===== src/hdl/ptd_pkg.sv =====
`timescale 1ns / 1ps
// ----------------------------------------------------------------------------
// ptd_pkg
// Shared codes, constants and the half-step coil table for the pan/tilt drive.
// ----------------------------------------------------------------------------
package ptd_pkg;

  localparam int LimitBits  = 12;
  localparam int ReqBits    = 2;
  localparam int CoilBits   = 4;
  localparam int PhaseBits  = 3;
  localparam int InBits     = 8;   // 2 + 2, padded to a byte
  localparam int OutBits    = 16;  // 4 + 4 + 3, padded to two bytes

  localparam logic [LimitBits-1:0] PanLimitReset  = 12'd800;
  localparam logic [LimitBits-1:0] TiltLimitReset = 12'd500;
  localparam int PanPositionReset  = 400;
  localparam int TiltPositionReset = 250;

  localparam logic [CoilBits-1:0]  HoldCoils = 4'b0011;
  localparam logic [PhaseBits-1:0] LastPhase = 3'd7;

  // request codes; the other two codes mean hold
  localparam logic [ReqBits-1:0] REQ_INC = 2'd1;
  localparam logic [ReqBits-1:0] REQ_DEC = 2'd2;

  // configuration register indexes
  localparam logic REG_PAN_LIMIT  = 1'b0;
  localparam logic REG_TILT_LIMIT = 1'b1;

  typedef enum logic [1:0] {
    DIR_HOLD = 2'd0,
    DIR_INC  = 2'd1,
    DIR_DEC  = 2'd2
  } dir_t;

  // plain-order half-step table, bit n = coil n
  function automatic logic [CoilBits-1:0] half_step(input logic [PhaseBits-1:0] phase);
    logic [CoilBits-1:0] w;
    case (phase)
      3'd0:    w = 4'h3;
      3'd1:    w = 4'h2;
      3'd2:    w = 4'h6;
      3'd3:    w = 4'h4;
      3'd4:    w = 4'hC;
      3'd5:    w = 4'h8;
      3'd6:    w = 4'h9;
      default: w = 4'h1;
    endcase
    return w;
  endfunction

  // increment runs the table in mirrored coil order, decrement in plain order
  function automatic logic [CoilBits-1:0] coil_word(input dir_t dir,
                                                    input logic [PhaseBits-1:0] phase);
    logic [CoilBits-1:0] w;
    logic [CoilBits-1:0] r;
    w = half_step(phase);
    r = {w[0], w[1], w[2], w[3]};
    case (dir)
      DIR_INC: return r;
      DIR_DEC: return w;
      default: return HoldCoils;
    endcase
  endfunction

endpackage


===== src/hdl/pan_tilt_half_step_drive_unit.sv =====
`timescale 1ns / 1ps
// ----------------------------------------------------------------------------
// pan_tilt_half_step_drive_unit
// Two-axis four-coil stepper half-step sequencer with soft position limits.
// ----------------------------------------------------------------------------
//
//  channel | dir | width | beat contents
//  --------+-----+-------+------------------------------------------------------
//  s_*     | in  | 8     | one command: pan_request, tilt_request
//  m_*     | out | 16+1  | one phase word: pan_coils, tilt_coils, phase_index;
//          |     |       | tlast = last_phase
//  cfg_*   | in  | 12    | limit register writes, index 0 pan, 1 tilt
//
// Each command yields eight output beats, one per cycle while m_tready is high;
// the output phase counter steps through them. A command is taken as soon as
// the one-deep pending slot is free, also while the previous command is still
// streaming out, and goes from s_tvalid to m_tvalid in the next cycle when the
// block is idle. Positions move at the beat that takes the command. Synchronous
// reset restores limits 800/500 and positions 400/250 (masked to POSITION_BITS).
// Output stalls hold the current phase word; input stalls cost nothing.
//
module pan_tilt_half_step_drive_unit #(
  parameter int POSITION_BITS = 12
) (
  input  logic                            clk,
  input  logic                            rst,
  // [1:0] pan_request, [3:2] tilt_request, [7:4] zero
  input  logic [ptd_pkg::InBits-1:0]      s_tdata,
  input  logic                            s_tvalid,
  output logic                            s_tready,
  // [3:0] pan_coils, [7:4] tilt_coils, [10:8] phase_index, [15:11] zero
  output logic [ptd_pkg::OutBits-1:0]     m_tdata,
  output logic                            m_tlast,
  output logic                            m_tvalid,
  input  logic                            m_tready,
  input  logic                            cfg_we,
  input  logic                            cfg_index,
  input  logic [ptd_pkg::LimitBits-1:0]   cfg_data
);
  import ptd_pkg::*;

  // compare width: wide enough for both position and limit
  localparam int CmpBits = (POSITION_BITS > LimitBits) ? POSITION_BITS : LimitBits;
  localparam logic [POSITION_BITS-1:0] PanPosInit  = POSITION_BITS'(PanPositionReset);
  localparam logic [POSITION_BITS-1:0] TiltPosInit = POSITION_BITS'(TiltPositionReset);

  logic [LimitBits-1:0]     pan_limit, tilt_limit;
  logic [POSITION_BITS-1:0] pan_position, tilt_position;
  logic [POSITION_BITS-1:0] pan_position_next, tilt_position_next;

  // pending slot: one decided command waiting for the output stage
  logic pend_valid;
  dir_t pend_pan_dir, pend_tilt_dir;

  // output stage: command being streamed and its phase counter
  logic                 out_valid;
  dir_t                 out_pan_dir, out_tilt_dir;
  logic [PhaseBits-1:0] phase;

  logic in_fire, out_fire, out_done;
  dir_t pan_dir_new, tilt_dir_new;

  // decide one axis' move from its request, position and limit
  function automatic dir_t decide(input logic [ReqBits-1:0] req,
                                  input logic [POSITION_BITS-1:0] pos,
                                  input logic [LimitBits-1:0] limit);
    logic below_limit;
    logic at_top;
    below_limit = CmpBits'(pos) < CmpBits'(limit);
    at_top      = &pos;
    if (req == REQ_INC && below_limit && !at_top) begin
      return DIR_INC;
    end else if (req == REQ_DEC && pos != '0) begin
      return DIR_DEC;
    end
    return DIR_HOLD;
  endfunction

  assign s_tready = !pend_valid;
  assign in_fire  = s_tvalid && s_tready;
  assign out_fire = out_valid && m_tready;
  // output stage free for a new command at the next edge
  assign out_done = !out_valid || (out_fire && phase == LastPhase);

  assign pan_dir_new  = decide(s_tdata[1:0], pan_position, pan_limit);
  assign tilt_dir_new = decide(s_tdata[3:2], tilt_position, tilt_limit);

  always_comb begin
    pan_position_next  = pan_position;
    tilt_position_next = tilt_position;
    if (pan_dir_new == DIR_INC)  pan_position_next  = pan_position + 1'b1;
    if (pan_dir_new == DIR_DEC)  pan_position_next  = pan_position - 1'b1;
    if (tilt_dir_new == DIR_INC) tilt_position_next = tilt_position + 1'b1;
    if (tilt_dir_new == DIR_DEC) tilt_position_next = tilt_position - 1'b1;
  end

  // configuration
  always_ff @(posedge clk) begin
    if (rst) begin
      pan_limit  <= PanLimitReset;
      tilt_limit <= TiltLimitReset;
    end else if (cfg_we) begin
      unique case (cfg_index)
        REG_PAN_LIMIT:  pan_limit  <= cfg_data;
        REG_TILT_LIMIT: tilt_limit <= cfg_data;
        default: ;
      endcase
    end
  end

  // positions move when the command is taken
  always_ff @(posedge clk) begin
    if (rst) begin
      pan_position  <= PanPosInit;
      tilt_position <= TiltPosInit;
    end else if (in_fire) begin
      pan_position  <= pan_position_next;
      tilt_position <= tilt_position_next;
    end
  end

  // pending slot and output stage
  always_ff @(posedge clk) begin
    if (rst) begin
      pend_valid <= 1'b0;
      out_valid  <= 1'b0;
      phase      <= '0;
    end else begin
      if (out_done) begin
        phase <= '0;
        if (pend_valid) begin
          out_valid    <= 1'b1;
          out_pan_dir  <= pend_pan_dir;
          out_tilt_dir <= pend_tilt_dir;
          pend_valid   <= 1'b0;
        end else if (in_fire) begin
          out_valid    <= 1'b1;
          out_pan_dir  <= pan_dir_new;
          out_tilt_dir <= tilt_dir_new;
        end else begin
          out_valid <= 1'b0;
        end
      end else if (out_fire) begin
        phase <= phase + 1'b1;
      end
      // new command parks in the slot unless it went straight to the output
      if (in_fire && !(out_done && !pend_valid)) begin
        pend_valid    <= 1'b1;
        pend_pan_dir  <= pan_dir_new;
        pend_tilt_dir <= tilt_dir_new;
      end
    end
  end

  assign m_tvalid = out_valid;
  assign m_tlast  = (phase == LastPhase);
  assign m_tdata  = {5'b0, phase, coil_word(out_tilt_dir, phase),
                     coil_word(out_pan_dir, phase)};

  // phase counter steps by one on each mid-command beat
  assert property (@(posedge clk) disable iff (rst)
    out_fire && phase != LastPhase |=> out_valid && phase == $past(phase) + 1'b1)
    else $error("phase did not advance");

  // a waiting command follows the last beat with no gap
  assert property (@(posedge clk) disable iff (rst)
    out_fire && phase == LastPhase && pend_valid |=> out_valid && phase == '0)
    else $error("pending command not started");

  // a taken command always shows up on the output side
  assert property (@(posedge clk) disable iff (rst)
    in_fire |=> out_valid)
    else $error("command accepted but no output pending");

  // the slot is never overwritten while full
  assert property (@(posedge clk) disable iff (rst)
    pend_valid && !out_done |=> pend_valid && $stable(pend_pan_dir) &&
                                $stable(pend_tilt_dir))
    else $error("pending slot lost");

endmodule


===== config.mk =====
export PLATFORM = sky130hd
export DESIGN_NAME = pan_tilt_half_step_drive_unit
export DESIGN_NICKNAME = d
export VERILOG_FILES = /design/src/hdl/ptd_pkg.sv /design/src/hdl/pan_tilt_half_step_drive_unit.sv
export SDC_FILE = /design/constraint.sdc
export NUM_CORES = 1
export LEC_CHECK = 0
export ABC_AREA = 1
export BUFFER_PORTS_ARGS = -buffer_cell sky130_fd_sc_hd__clkbuf_2
export CORE_UTILIZATION = 25
export CTS_BUF_LIST = sky130_fd_sc_hd__clkbuf_16
export CTS_CLUSTER_DIAMETER = 120
export DETAILED_ROUTE_END_ITERATION = 8
export GPL_TIMING_DRIVEN = 1
export HOLD_SLACK_MARGIN = 0.08
export PLACE_DENSITY = 0.5
export SYNTH_ARGS = -nofsm -noshare
export SYNTH_HDL_FRONTEND = slang
export SYNTH_SLANG_ARGS = --single-unit

===== constraint.sdc =====
create_clock -name clk -period 2.8 [get_ports clk]
set_clock_uncertainty 0.1 [all_clocks]
set_input_delay 0.28 -clock clk [delete_from_list [all_inputs] [get_ports clk]]
set_output_delay 0.28 -clock clk [all_outputs]
set_load 0.02 [all_outputs]

## Word-level counts from Yosys, hierarchy flattened

Index checks and enable logic that the tools add are counted.

- Register bits: 61
- Output and inout port bits: 19
- Input bits: 26
- Logic and storage cells: 97

- Bitwise operators: 2
- Reductions and logical operators: 33
- Equal/unequal tests: 19
- Multiplexer cells: 25
- $add $sub $neg: 5
- Magnitude comparators: 2

Operators by type and width:

| cell | number |
|---|---|
| $mux W12 | 4 |
| $pmux W4 S7 | 1 |
| $add A12 B1 Y12 const B | 2 |
| $lt A12 B12 Y1 | 2 |
| $reduce_and A12 Y1 | 2 |
| $reduce_bool A12 Y1 | 2 |
| $sub A12 B1 Y12 const B | 2 |
| $mux W2 | 10 |
| $pmux W4 S2 | 2 |
| $eq A2 B1 Y1 const B | 6 |
| $eq A2 B2 Y1 const B | 6 |
| $eq A3 B3 Y1 const B | 4 |
| $logic_and A1 B1 Y1 | 11 |
| $reduce_and A2 Y1 | 5 |
| $mux W1 | 8 |
| $reduce_bool A2 Y1 | 4 |
| $eq A3 B2 Y1 const B | 2 |
| $logic_not A1 Y1 | 5 |
| $add A3 B1 Y3 const B | 1 |
| $eq A3 B1 Y1 const B | 1 |
| $logic_not A3 Y1 | 1 |
| $reduce_and A3 Y1 | 1 |
| $not A1 Y1 | 2 |
| $reduce_or A2 Y1 | 1 |
| $logic_or A1 B1 Y1 | 1 |

## Longest topological paths before layout

- Depth in word-level cells: 8
- Mapped depth: 19
- Mapped depth without buffers: 19

## Worst setup path after synthesis

OpenSTA, ideal clock, no wires.

- Kind: flip-flop to flip-flop
- Start point: register pan_position[1]
- End point: register pan_position[11]
- Slack: 454 ps
- Setup time: 70 ps
- Stages on the path, launching flop included: 15
- Clock period less this slack: 2,346 ps
- Data required time: 2,630 ps
- Buffers on the path: 0
- Arrival: 2,177 ps
- Cells stage by stage: dfxtp_1 or2_1 nor2_1 nand2_1 nand2_2 inv_1 ha_1 nand2_1 o21ai_0 nand3_1 nand3_1 nand2_1 nand2_1 nand3_1 a21oi_1

- Word-level cells in the longest chain between the ends: 8
- Elaborated cells on any way between the ends: 19
- Classes of those cells: add/sub (2); order compare (1); eq/ne (2); mux (6); reduce/logical (8)

Ends and longest elaborated chain:

| item | line | RTL |
|---|---|---|
| start: declaration | pan_tilt_half_step_drive_unit.sv:48 | `logic [POSITION_BITS-1:0] pan_position, tilt_position;` |
| start signal: assignment | pan_tilt_half_step_drive_unit.sv:114 | `pan_position <= PanPosInit;` |
| start signal: assignment | pan_tilt_half_step_drive_unit.sv:117 | `pan_position <= pan_position_next;` |
| $lt A12 B12 Y1 (tied with other cells) | pan_tilt_half_step_drive_unit.sv:69 | `below_limit = CmpBits'(pos) < CmpBits'(limit);` |
| $logic_and A1 B1 Y1 (tied with other cells) | pan_tilt_half_step_drive_unit.sv:71 | `if (req == REQ_INC && below_limit && !at_top) begin` |
| $logic_and A1 B1 Y1 / $mux W1 (equally long branches) | pan_tilt_half_step_drive_unit.sv:71, pan_tilt_half_step_drive_unit.sv:73 |  |
| $mux W2 / $mux W1 (equally long branches) | pan_tilt_half_step_drive_unit.sv:71 |  |
| $mux W2 (*) | pan_tilt_half_step_drive_unit.sv:76 | `return DIR_HOLD;` |
| named net pan_dir_new[1] | pan_tilt_half_step_drive_unit.sv:61 | `dir_t pan_dir_new, tilt_dir_new;` |
| $eq A2 B1 Y1 / $eq A2 B2 Y1 (equally long branches) | pan_tilt_half_step_drive_unit.sv:91, pan_tilt_half_step_drive_unit.sv:92 |  |
| $reduce_bool A2 Y1 (no line) | - |  |
| $reduce_and A2 Y1 (no line) | - |  |

Mark *: on every way through the listed nets, which the timed path passes. The rest lies on a longest branch. The select of a mux whose other input is x is not followed.
A chain may end at the register's enable or synchronous reset.

## Worst setup path after layout

- Start point: register pan_position[0]
- End point: register pan_position[8]

The elaborated chain is that of the path after synthesis.

==> flow_metrics.py <==
metrics = {
    "setup_path": {
        "register_to_register_setup_slack_ns": 0.17,
        "worst_r2r_path_depth": 14,
        "kind_of_critical_path": "flop to flop",
        "critical_path.max_fanout": 6,
        "critical_path_cell_list": "or2_1 -> nor2_1 -> nand2_1 -> nand2_2 -> clkinvlp_4 -> buf_4 -> ha_1 -> a21oi_1 -> o21ai_1 -> nand4_1 -> nand3_1 -> xor2_1 -> nand3_1 -> nand3_1",
        "worst_ep_arrival_time_ns": 2.74,
        "timing.critical_path.slowest_cell_delay_ns": 0.33,
        "start_kind": "flop",
        "crit-reg2reg-capture": "pan_position[8]$_SDFFE_PP1P_",
        "timing.critical_path.buf_inv": 2,
        "critical_path.most_common_cell": "sky130_fd_sc_hd__nand3_1",
        "cp-end-kind": "flop",
        "timing.critical_path.required_ns": 2.90,
        "critical-path-slowest-cell": "sky130_fd_sc_hd__ha_1",
        "reg2reg_from": "pan_position[0]$_SDFFE_PP0P_",
        "worst_path_dominant_cell_family": "simple AND/OR/NAND/NOR gates",
    },
    "sta": {
        "fmaxAchievable_ghz": 0.380,
        "final_critical_path_setup_slack_ns": 0.169,
        "report.final.setup_viol": 0,
        "min_period_over_period_pct": 94.0,
        "hold_viol": 0,
        "grt_setup_unrepaired": "yes",
        "final_max_slew_viols": 0,
        "min_period_ns": 2.63,
    },
    "route": {
        "drc_violation_total_after_the_first_tritonroute_iteration": 215,
        "drc_errors": 0,
        "detail_route.wirelength_um": 11300,
        "number_of_antenna_violating_nets_in_the_routed_design": 0,
        "wl_per_cell_um": 12.0,
        "drt-vias-per-instance": 4.32,
        "drt_pass1_iterations": 4,
        "route.vias.total": 4081,
    },
    "synth": {
        "number_of_distinct_standard_cells_referenced_by_the_synthesized_netlist": 35,
        "synthesis.instances": 649,
        "synth-main-ff-cell": "sky130_fd_sc_hd__dfxtp_1",
        "synth-async-reset-ratio_pct": 0,
        "flip_flop_and_latch_count_after_synthesis": 61,
        "synth_top_area_share_pct": 23.9,
        "synth_area_leader_cell": "sky130_fd_sc_hd__dfxtp_1",
        "ys_warn_count": 0,
        "number_of_synthesized_flops_with_an_enable_pin": 8,
        "yosysSeqAreaShare_pct": 29.3,
        "yosys.cell_count.top_type": "sky130_fd_sc_hd__nand2_1",
        "post_synth_main_area_contributors": "sky130_fd_sc_hd__dfxtp_1 (24%), sky130_fd_sc_hd__nand2_1 (14%), sky130_fd_sc_hd__ha_1 (14%)",
        "synthesis.area_sq_mm": 0.00445,
        "synth_common_cells": "sky130_fd_sc_hd__nand2_1 (171), sky130_fd_sc_hd__inv_1 (87), sky130_fd_sc_hd__nor2_1 (65)",
        "mean_cell_area_of_the_mapped_netlist_sq_um": 6.85,
    },
    "placed_design": {
        "place.port_buffers": 35,
        "routabilityCongestion": 0.788,
        "dpl.cell_count": 921,
        "detailedPlacementHpwl_um": 8540,
        "dp_slack_ns": 0.234,
    },
    "floorplanning": {
        "die_height_um": 135,
        "dieWidth_um": 135,
        "row_count": 48,
        "top_level_i_o_count": 45,
        "core_region_area_sq_mm": 0.0174,
        "die-area_sq_mm": 0.0183,
        "effective_utilization_at_floorplan_pct": 25.6,
    },
    "power_and_ir_drop": {
        "p_leak_nw": 2.66,
        "combinationalPowerShare_pct": 27.8,
        "net-switching-power_uw": 886,
        "switching_part_of_the_total_pct": 32.7,
        "design_power_total_mw": 2.71,
        "power_density_mw_per_mm2": 506,
        "p_int_mw": 1.83,
        "power.share.clock_pct": 35.8,
        "irDropWorstVdd_uv": 295,
        "seq_power_share_pct": 36.4,
    },
    "global_route": {
        "globalRouteTotalUtil_pct": 13.0,
        "grt_pass1_wl_um": 18500,
        "pin_count_of_the_biggest_net_entering_global_routing": 42,
        "grt_remaining_overflow": 0,
        "via_count_of_the_first_global_routing_pass": 3641,
        "initial_antenna_violation_count": 0,
    },
    "finish": {
        "layout-drive-gt1-share_pct": 13.9,
        "n_antenna_cell": 0,
        "fin_cells": 944,
        "final_net_count": 793,
        "final_core_utilization_pct": 30.9,
        "area_growth_pct": 20.5,
    },
    "clock_network": {
        "cts_sinks": 61,
        "numCtsBuffers": 9,
        "clkSlewWorstSetupHoldPaths_ns": 0.05,
        "insertion_delay_of_the_later_clocked_pin_in_the_worst_skew_pair_ns": 0.34,
        "root_buffer_cell": "sky130_fd_sc_hd__clkbuf_16",
        "cts-root-to-sink-buffers": 2,
        "cts_tree": "done",
        "deepest_level_of_the_cts_h_tree": 3,
    },
    "outcome": {
        "status": "completed",
    },
    "worst_hold_path": {
        "worst_min_path_class": "input port to flop",
        "origin_of_the_worst_min_delay_path": "cfg_data[5]",
        "hold_depth": 3,
        "min_delay_worst_endpoint": "tilt_limit[5]$_SDFFE_PP1P_",
    },
    "job": {
        "max_cap_viols": 0,
    },
}
state kept, by name, summed over array words and instances (netlist names):
signal / cells
pend_valid: 1
pend_tilt_dir: 2
out_pan_dir: 2
phase: 3
tilt_limit: 12
pan_position: 12
m_tvalid: 1
out_tilt_dir: 2
pend_pan_dir: 2
pan_limit: 12
tilt_position: 12
cell usage in the layout (no fill, tap or decap), drive strengths merged:
| cell | Yosys | final |
|---|---|---|
| nand2 | 178 | 178 |
| inv | 89 | 92 |
| nor2 | 65 | 65 |
| a21oi | 54 | 54 |
| dfxtp | 53 | 53 |
| ha | 51 | 51 |
| clkbuf | 9 | 44 |
| nand3 | 43 | 43 |
| buf | 10 | 31 |
| o21ai | 27 | 27 |
| o211ai | 11 | 11 |
| nand4 | 9 | 9 |
| xor2 | 8 | 8 |
| xnor2 | 8 | 8 |
| edfxtp | 8 | 8 |
| conb | 1 | 5 |
| clkinv | 2 | 5 |
| a221o | 4 | 4 |
| o21bai | 4 | 4 |
| dlygate4sd3 | 0 | 3 |
| or2 | 2 | 2 |
| nor3 | 2 | 2 |
| a21o | 2 | 2 |
| nand3b | 2 | 2 |
| fa | 2 | 2 |
| nor3b | 2 | 2 |
| clkinvlp | 0 | 1 |
| a21boi | 1 | 1 |
| and2 | 1 | 1 |
| a211oi | 1 | 1 |
cell families (layout without fill, tap and decap cells):
logic type                 after synthesis  count (layout)  synth area share (%)
and+or+nand+nor                        304             304                  28.7
buffers and inverters                  110             176                  10.2
AOI/OAI and AO/OA                      104             104                  13.3
DFF                                     61              61                  29.3
adders and majority gates               53              53                  15.2
xor gates and xnor gates                16              16                  3.15
other                                    1               5                0.0843
layout make-up:
type                       count  area, sq um
clock buffer                   9          225
clock inverter                 7         28.8
fill                        1876        12000
inverter                      91          345
multi-input combinational    482         2740
sequential                    61         1300
tap                          225          282
timing repair buffer          69          438
power by group through the flow:
stage	registers (mW)	logic, mW	clock network [mW]
2_1_floorplan	1.01	0.527	0
3_3_place_gp	1.00	0.733	0
3_5_place_dp	1.00	0.733	0
4_1_cts	0.986	0.743	1.01
5_1_grt	0.993	0.864	1.05
6_report	0.987	0.755	0.970
how the worst max path moves through the flow:
stage,from,end,slack (ns),cells after the start
3_3_place_gp,pan_position[0]$_SDFFE_PP0P_,pan_position[8]$_SDFFE_PP1P_,0.20,13
4_1_cts,pan_position[0]$_SDFFE_PP0P_,pan_position[8]$_SDFFE_PP1P_,0.21,13
3_5_place_dp,pan_position[0]$_SDFFE_PP0P_,pan_position[8]$_SDFFE_PP1P_,0.23,13
6_report,pan_position[0]$_SDFFE_PP0P_,pan_position[8]$_SDFFE_PP1P_,0.17,14
2_1_floorplan,pan_position[1]$_SDFFE_PP0P_,pan_position[11]$_SDFFE_PP0P_,0.45,14
5_1_grt,pan_position[0]$_SDFFE_PP0P_,pan_position[11]$_SDFFE_PP0P_,-0.01,18
worst reg2reg max path, cell delays in order (launching register included):
cell and delay [ns]:
sky130_fd_sc_hd__dfxtp_1 0.30, sky130_fd_sc_hd__or2_1 0.24, sky130_fd_sc_hd__nor2_1 0.11, sky130_fd_sc_hd__nand2_1 0.09
sky130_fd_sc_hd__nand2_2 0.10, sky130_fd_sc_hd__clkinvlp_4 0.16, sky130_fd_sc_hd__buf_4 0.21, sky130_fd_sc_hd__ha_1 0.33
sky130_fd_sc_hd__a21oi_1 0.23, sky130_fd_sc_hd__o21ai_1 0.14, sky130_fd_sc_hd__nand4_1 0.10, sky130_fd_sc_hd__nand3_1 0.09
sky130_fd_sc_hd__xor2_1 0.16, sky130_fd_sc_hd__nand3_1 0.07, sky130_fd_sc_hd__nand3_1 0.06
what timing repair did:
action                                  CTS  global route
setup buffers                             0             4
endpoints found under the hold margin     3             0
resized for setup                         0            14
endpoints found under the setup margin    0             6
hold buffers                              3             0
routing by layer:
layer	up-vias	global-route usage, %	wire length (um)
met5	-	0	0
met4	0	4.18	172
met3	14	2.77	367
met2	62	18.5	4460
met1	1777	19.2	6300
li1	2228	-	-
through the flow:
step	cell area, sq um	setup TNS [ns]	hold slack, ns
2_1_floorplan	4460	0	0.242
3_3_place_gp	5010	0	0.354
3_5_place_dp	5010	0	0.353
4_1_cts	5290	0	0.0827
5_1_grt	5360	-0.0193	0.0965
6_report	5360	0	0.0948
(Power assumes the default switching activity.)
